--- src/wrast_ram.sv ---
module wrast_ram #(
  parameter int WIDTH = 8,
  parameter int DEPTH = 16
) (
  input  logic                     clk,
  input  logic                     we,
  input  logic [$clog2(DEPTH)-1:0] waddr,
  input  logic [WIDTH-1:0]         wdata,
  input  logic [$clog2(DEPTH)-1:0] raddr,
  output logic [WIDTH-1:0]         rdata
);

  logic [WIDTH-1:0] mem [DEPTH];

  always_ff @(posedge clk) begin
    if (we) begin
      mem[waddr] <= wdata;
    end
    rdata <= mem[raddr];
  end

endmodule

--- config.mk ---
export PLATFORM = sky130hd
export DESIGN_NAME = wrast_ram
export DESIGN_NICKNAME = d
export VERILOG_FILES = /design/src/wrast_ram.sv
export SDC_FILE = /design/constraint.sdc
export NUM_CORES = 1
export LEC_CHECK = 0
export BUFFER_PORTS_ARGS = -buffer_cell sky130_fd_sc_hd__buf_2
export CORE_AREA = 2 2 100 102
export CTS_BUF_LIST = sky130_fd_sc_hd__clkbuf_8 sky130_fd_sc_hd__clkbuf_16
export DETAILED_ROUTE_END_ITERATION = 10
export DIE_AREA = 0 0 102 104
export HOLD_SLACK_MARGIN = 0.08
export PLACE_DENSITY = 0.74
export SYNTH_ARGS = -nofsm -noshare
export SYNTH_HDL_FRONTEND = slang
export SYNTH_SLANG_ARGS = --single-unit
--- constraint.sdc ---
create_clock -name clk -period 3.9 [get_ports clk]
set_input_delay 0.39 -clock clk [delete_from_list [all_inputs] [get_ports clk]]
set_output_delay 0.39 -clock clk [all_outputs]
set_load 0.005 [all_outputs]
==> reports/qor.yml <==
cts_root_buffer: "clkbuf_8"
dpl.hpwl_um: 5750
synthesis.instances: 229
power_density_nw_per_um2: 591
crit_path_capture_type: "register"
total_grt_usage_pct: 20.2
core-area_sq_um: 9550
detailed_router_s_first_iteration_violation_count: 195
drive_gt1_share_pct: 28.2
detail_route.wirelength.met1_um: 3850
global_route.overflow_total: 0
path_max_fanout: 8
multi_input_logic_area_sq_um: 1060
n_fill_cell: 665
yosys_register_bits: 136
row_count: 36
die_width_um: 102
postCtsHoldBufs: 0
finalMaxSlewViolations: 0
total_leakage_power_nw: 2.05
die_extent_in_y_um: 104
wl_per_cell_um: 23.1
hold_crit_path_type: "input port to register"
rsz0062_at_grt: "no"
worst_ir_drop_vdd_mv: 0.304
die_area_sq_um: 10600
cap_viol_max_count: 0
cp.required_ns: 4.02
timing_worst_slew_pin_value_ns: 1.31
synth-seq-area-share_pct: 77.8
initial_utilization_pct: 53.9
via_count: 2402
timing.final.crit_share_pct: 49.1
tritoncts.num_buffers: 17
setup_total_negative_slack_ns: 0
antenna_found_initial: 0
cts-htree-levels: 4
setup.worst_path.start_class: "input port"
detail_route.drc_violations: 0
setup_viol: 0
clkLatencyLatePin_ns: 0.51
timing.reg2reg.setup_slack_ns: 2.51
layout_utilization_pct: 63.5
tritoncts_num_sinks: 136
top_signal_layer_used: "met4"
cts_tree: "built"
dr_wl_met3_um: 591
drt.antenna.violating_nets: 0
postSynthNetCount: 247
clk_pin_slew_worst_paths_ns: 0.06
worstSetupPathType: "input port to register"
wl_met2_um: 4950
nets: 285
n_antenna_cell: 0
numPortBuffers: 25
post_cts_buffers: 0
max-slew-margin-rel_pct: 11.7
pin_count_of_the_biggest_net_entering_global_routing: 33
area_of_the_mapped_netlist_sq_um: 5150
final.setup_skew_ns: 0.00946
ys_warn_count: 0
ctsLongestPathBuffers: 2
wl_um: 9530
place_congestion: 0.718
arrival_ns: 2.03
area.sequential_sq_um: 4000
area.growth.synth_to_final_pct: 17.8
wire_length_of_the_first_global_routing_pass_um: 14900
post-route-min-period_ns: 1.91
top_level_ports: 26
fmaxAchievable_mhz: 522
finalHoldViolCount: 0
drt-vias-per-instance: 5.82
avgSynthCellArea_sq_um: 22.5
postCtsResizedCells: 0
outcome: "complete, no violations"
synth_cell_types: 19
number_of_global_route_vias_before_repair: 2590
count_of_tritonroute_iterations_in_the_first_routing_pass: 5
metrics by stage:
step	instance area, sq um	instances	hold WS [ns]	power [W]	worst slack (ns)
6_report	6060	413	0.263	0.00359	1.99
5_1_grt	6060	413	0.257	0.00370	1.91
4_1_cts	6060	413	0.241	0.00362	2.06
3_5_place_dp	5380	381	0.656	0.00182	1.52
3_3_place_gp	5380	381	0.646	0.00181	1.57
2_1_floorplan	5150	229	0.489	0.00176	2.02
worst max-delay path, stage by stage:
cell and delay (ns):
buf_2 0.11, or3b_2 0.51, nor3_1 1.01
synthesized netlist by cell type:
cell,n,area (sq um)
edfxtp_1,128,3840
mux4_2,18,405
a22oi_1,16,120
mux4_1,14,368
nor2_1,13,48.8
nand2_1,9,33.8
dfxtp_1,8,160
nor3_1,4,20.0
buf_2,3,15.0
buf_6,3,33.8
clkdlybuf4s25_2,3,30.0
nand2b_1,2,12.5
nand3b_1,2,15.0
and2_1,1,6.26
and2b_1,1,7.51
buf_4,1,7.51
nand3_1,1,5.00
nor2b_1,1,6.26
or3b_2,1,8.76
layout make-up:
type / count / area share (%)
Tap cell: 133 / 2.74
Timing Repair Buffer: 29 / 2.56
Clock inverter: 14 / 4.17
Multi-Input combinational cell: 83 / 17.4
Sequential cell: 136 / 66.0
Clock buffer: 18 / 7.06
routing by layer:
| metal | track usage (%) | up-vias |
|---|---|---|
| li1 | - | 1048 |
| met1 | 28.2 | 1250 |
| met2 | 31.1 | 94 |
| met3 | 5.44 | 10 |
| met4 | 7.14 | 0 |
| met5 | 0 | - |
path summary, 6_finish.rpt:
kind          endpoint  startpoint  depth (start not counted)
max          mem[0][6]    waddr[2]                          3
min          mem[2][4]    wdata[4]                          1
max reg2reg   rdata[2]   mem[1][2]                          3
min reg2reg   rdata[3]  mem[12][3]                          3
layout by cell type (no fill, tap or decap), types with 2 or more instances in the layout:
master      netlist  routed
clkinv_2          0       3
mux4_2           18      18
mux4_1           14      14
edfxtp_1        128     128
clkbuf_8          0       2
nand2b_1          2       2
clkinvlp_4        0       2
buf_4             1       4
buf_2             3      25
nand3b_1          2       2
clkbuf_16         0      16
a22oi_1          16      16
dfxtp_1           8       8
nand2_1           9       9
bufinv_16         0       7
nor2_1           13      13
nor3_1            4       4
state kept, by name (all words and copies together) (netlist names):
signal,cells
mem,128
rdata,8
report_power, final:
group          switching (W)  total [W]  internal, W
logic              0.0000807   0.000140    0.0000590
clock network       0.000559    0.00180      0.00124
registers         0.00000942    0.00164      0.00163
cells by family (layout without fill, tap and decap cells):
| group | Yosys count | count (layout) | synth area share, % |
|---|---|---|---|
| flops | 136 | 136 | 77.8 |
| simple gates | 35 | 35 | 3.18 |
| mux | 32 | 32 | 15.0 |
| compound gates | 16 | 16 | 2.33 |
| buf+inv | 10 | 61 | 1.68 |
Power figures use the tool's default switching activity.
