File: config.mk
export PLATFORM = sky130hd
export DESIGN_NAME = wrast_mulmod
export DESIGN_NICKNAME = d
export VERILOG_FILES = /design/src/wrast_pkg.sv /design/src/wrast_mulmod.sv
export SDC_FILE = /design/constraint.sdc
export NUM_CORES = 1
export LEC_CHECK = 0
export ABC_AREA = 1
export BUFFER_PORTS_ARGS = -buffer_cell sky130_fd_sc_hd__clkbuf_2
export CAP_MARGIN = 40
export CORE_MARGIN = 4
export CORE_UTILIZATION = 55
export CTS_BUF_LIST = sky130_fd_sc_hd__clkbuf_8 sky130_fd_sc_hd__clkbuf_16
export DETAILED_ROUTE_END_ITERATION = 10
export PLACE_DENSITY = 0.86
export SETUP_SLACK_MARGIN = 0.1
export SYNTH_ARGS = -nofsm -noshare
export SYNTH_HDL_FRONTEND = slang
export SYNTH_SLANG_ARGS = --single-unit
File: constraint.sdc
create_clock -name clk -period 4.35 [get_ports clk]
set_input_delay 0.87 -clock clk [delete_from_list [all_inputs] [get_ports clk]]
set_output_delay 0.87 -clock clk [all_outputs]
set_load 0.05 [all_outputs]
File: src/wrast_pkg.sv
package wrast_pkg;

  localparam int LEAVES = 65536;
  localparam int LOG    = $clog2(LEAVES);
  localparam int NODES  = 2 * LEAVES;
  localparam int NODE_W = LOG + 1;
  localparam int PTR_W  = LOG + 2;
  localparam int CNT_W  = LOG + 1;
  localparam int LVL_W  = $clog2(LOG + 1);
  localparam int VAL_W  = 30;

  localparam logic [VAL_W-1:0] MODP = 30'd998244353;

  localparam logic [1:0] REQ_LOAD = 2'd0;
  localparam logic [1:0] REQ_ADD  = 2'd1;
  localparam logic [1:0] REQ_SUM  = 2'd2;

  typedef struct packed {
    logic [1:0]       req_type;
    logic [15:0]      left_index;
    logic [15:0]      right_index;
    logic [VAL_W-1:0] amount;
  } req_t;

  typedef struct packed {
    logic [VAL_W-1:0] range_total;
    logic             range_invalid;
  } res_t;

  typedef struct packed {
    logic [VAL_W-1:0] value;
    logic [VAL_W-1:0] weight;
    logic [VAL_W-1:0] pending;
  } node_t;

  function automatic logic [VAL_W-1:0] mod_add(input logic [VAL_W-1:0] a,
                                               input logic [VAL_W-1:0] b);
    logic [VAL_W:0] s;
    s = {1'b0, a} + {1'b0, b};
    if (s >= {1'b0, MODP}) begin
      s = s - {1'b0, MODP};
    end
    return s[VAL_W-1:0];
  endfunction

endpackage

File: src/wrast_mulmod.sv
module wrast_mulmod
  import wrast_pkg::*;
(
  input  logic             clk,
  input  logic             rst,
  input  logic             start,
  input  logic [VAL_W-1:0] a,
  input  logic [VAL_W-1:0] b,
  output logic             done,
  output logic [VAL_W-1:0] prod
);

  logic [VAL_W-1:0]         sh;
  logic [VAL_W-1:0]         bb;
  logic [$clog2(VAL_W)-1:0] cnt;
  logic                     run;
  logic [VAL_W:0]           dbl;
  logic [VAL_W:0]           dbl_r;
  logic [VAL_W:0]           sum;
  logic [VAL_W-1:0]         step;

  // one multiplier bit per cycle, msb first
  always_comb begin
    dbl   = {prod, 1'b0};
    dbl_r = (dbl >= {1'b0, MODP}) ? dbl - {1'b0, MODP} : dbl;
    sum   = dbl_r + (sh[VAL_W-1] ? {1'b0, bb} : '0);
    if (sum >= {1'b0, MODP}) begin
      sum = sum - {1'b0, MODP};
    end
    step = sum[VAL_W-1:0];
  end

  always_ff @(posedge clk) begin
    if (rst) begin
      run  <= 1'b0;
      done <= 1'b0;
      cnt  <= '0;
    end else begin
      done <= 1'b0;
      if (start) begin
        run  <= 1'b1;
        cnt  <= ($clog2(VAL_W))'(VAL_W - 1);
        sh   <= a;
        bb   <= b;
        prod <= '0;
      end else if (run) begin
        prod <= step;
        sh   <= sh << 1;
        cnt  <= cnt - 1'b1;
        if (cnt == '0) begin
          run  <= 1'b0;
          done <= 1'b1;
        end
      end
    end
  end

endmodule

==> impl_metrics.toml <==
[drt]
first_iter_violations = 1763
drtPass1Iterations = 7
wire_per_inst_um = 18.9
drc = 0
drtAntennaViolNets = 0
vias = 10100
via_per_inst = 5.88
drt-total-wl_um = 32600

[finish]
num_antenna_cells = 0
syn2layout_area_growth_pct = 42.0
drive_gt1_frac = 0.369
fillers = 891
nNetsFinal = 1630

[clocking]
cts-buffers-inserted = 9
cts_max_level = 3
cts_buffer_depth = 2
tritoncts = "yes"
cts-root-buf = "clkbuf_16"
clock_sinks = 97
hold_buffers = 0
clk_pin_slew_ns = 0.09
insertion_delay_ns = 0.38

[global_route]
groute.usage.overall = 0.326
gr-total-overflow = 0
antenna_found_initial = 0
grt_max_degree = 55
grt_pass1_wl_um = 45100
grt_pass1_vias = 9096

[floorplanning]
start_util = 0.567
core-area_mm2 = 0.0147
die-area_mm2 = 0.0172
rows = 44
die_width_um = 131
pin_count = 94
die_h_um = 131

[power]
p_leak_nw = 6.03
pwr_density_cell_mw_per_mm2 = 425
switching_share = 0.474
clkPwrFrac = 0.169
internal_power_w = 0.00265
ir_drop_v = 0.000323
comb_power_share = 0.594
p_sw_w = 0.00239
pwr-share-seq = 0.237
finalPower_w = 0.00504

[worst_setup_path]
required_ns = 4.49
critPathSlowestCell = "edfxtp_1"
cp.arrival_ns = 5.15
crit_path_max_fanout = 7
startpoint_type = "flip-flop"
cp_top_family = "simple AND/OR/NAND/NOR gates"
cpPeakStageDelay_ns = 0.43
crit_top_cell = "nand2_2"
crit_buf_inv = 5
crit_type = "reg -> reg"
worstSetupEndpointType = "flip-flop"

[synth]
synth-seq-area-share = 0.341
synth_area_leaders = "edfxtp_1, nand2_1, inv_1"
synth_top_family_by_area = "simple AND/OR/NAND/NOR gates"
synth-simple-area-share = 0.407
synth.ff_latch_count = 97
synth_xor_area_frac = 0.0345
synthArstFlopShare = 0
synthMuxAreaShare = 0
synth_top_area_cell = "edfxtp_1"
synth_compound_area_frac = 0.0467
ys_warn_count = 0
avgSynthCellArea_um2 = 6.47
synth_cells = 1288
yosysMostFrequentCell = "nand2_1"
syn-num-nets = 1387
synth-edff-count = 90
synth_common_cells = "nand2_1, inv_1, nor2_1"
synthAdderAreaFrac = 0.0549
synth.top_cell.area_share = 0.324
post_synth_instance_area_mm2 = 0.00834
synth_flop_cell = "edfxtp_1"
synth_cell_types = 40

[sta]
skew_ns = 0.0173
maxSlewHeadroom = 0.382
worstMarginPinSlew_ns = 0.927
rsz0062_at_grt = "true"
fin_ws_ns = -0.656
setup_viol = 30
finalHoldViolCount = 0
worst_hold_slack_ns = 0.510
fmax_mhz = 200
period_share = 1.15
fin_crit_ns = 5.01
drv_slew = 0

[outcome]
status = "finished, violations left"
failed_checks = "negative setup slack"

[place]
gp_congestion = 1.03
io_buffers = 93
preCtsSetupSlack_ns = -0.336
dp_hpwl_um = 21200

[min_path]
min_path_type = "reg -> reg"

[run]
drv_cap = 0
[kinds of logic (layout without fill, tap and decap cells)]
logic type               after synthesis  in the layout
AND/OR/NAND/NOR                      805            805
buffers and inverters                247            495
flip-flops                            97             97
AO/OA/AOI/OAI                         71             71
adder cells (fa/ha/maj)               36             36
XOR/XNOR                              32             32
[timing repair]
item                       4_1_cts  5_1_grt
setup buffers                   13       25
hold endpoints to repair         0        0
setup endpoints to repair       30       30
resized for setup              133      190
pin swaps                       23       48
gates cloned                     1        1
[worst min-delay path, stage by stage, from the launching register on]
cell     delay, ns
dfxtp_1       0.33
nand2_1       0.07
a21oi_1       0.06
[stage by stage]
step,setup TNS [ns],cells,util,cell area (um2)
finish,-13.08,1720,0.805,11800
global route,-15.61,1720,0.805,11800
CTS,0,1694,0.742,10900
detailed placement,-8.61,1665,0.678,9960
global placement,-7.00,1664,0.676,9930
floorplan,0,1288,-,8420
[cells in the final DEF (no fill, tap or decap), types with 5 or more instances in the layout]
cell type,n
dfxtp_1,7
xnor2_2,7
nand3_2,30
nor2_1,85
nand2_4,20
nand2_2,97
xor2_1,13
buf_6,7
inv_2,17
a21oi_2,19
nand3_1,73
buf_4,145
nor3_1,6
edfxtp_1,90
nor2_2,29
ha_4,16
nor3_4,8
clkbuf_16,10
nand4_1,25
xnor2_1,7
nand2_1,384
xor2_2,5
ha_2,5
ha_1,14
nor2_4,28
clkbuf_2,93
inv_1,207
nand3b_1,6
a21oi_1,33
[registers in the layout (all words and copies together), names as in the netlist]
| name | cells |
|---|---|
| bb | 30 |
| cnt | 5 |
| done | 1 |
| prod | 30 |
| run | 1 |
| sh | 30 |
[final cells by class]
| class | count | area [um2] | area share |
|---|---|---|---|
| clock inverters | 7 | 71.3 | 0.00602 |
| well taps | 184 | 230 | 0.0194 |
| flip-flops and latches | 97 | 2840 | 0.240 |
| clock buffers | 9 | 225 | 0.0190 |
| multi-input cells | 944 | 5840 | 0.493 |
| repair buffers | 251 | 1770 | 0.149 |
| inverters | 228 | 861 | 0.0727 |
[path summary, 6_finish.rpt]
path / slack (ns) / cells after the start / startpoint / to
max: -0.66 / 29 / prod[14] / prod[28]
max reg2reg: -0.66 / 29 / prod[14] / prod[28]
min reg2reg: 0.51 / 2 / cnt[0] / cnt[0]
min: 0.51 / 2 / cnt[0] / cnt[0]
[metal layers]
layer | vias up | share of wire | global-route usage
met5 | - | 0 | 0
met4 | 0 | 0.073 | 0.144
met3 | 234 | 0.12 | 0.0638
met2 | 787 | 0.46 | 0.545
met1 | 4569 | 0.35 | 0.412
li1 | 4528 | - | -
[power by group through the flow]
stage	clock, W	combinational [W]	sequential (W)
2_1_floorplan	0	0.00124	0.00134
3_3_place_gp	0	0.00207	0.00119
3_5_place_dp	0	0.00212	0.00120
4_1_cts	0.000837	0.00240	0.00118
5_1_grt	0.000886	0.00314	0.00119
6_report	0.000853	0.00299	0.00119
No activity file was read; power rests on OpenSTA's default activity.
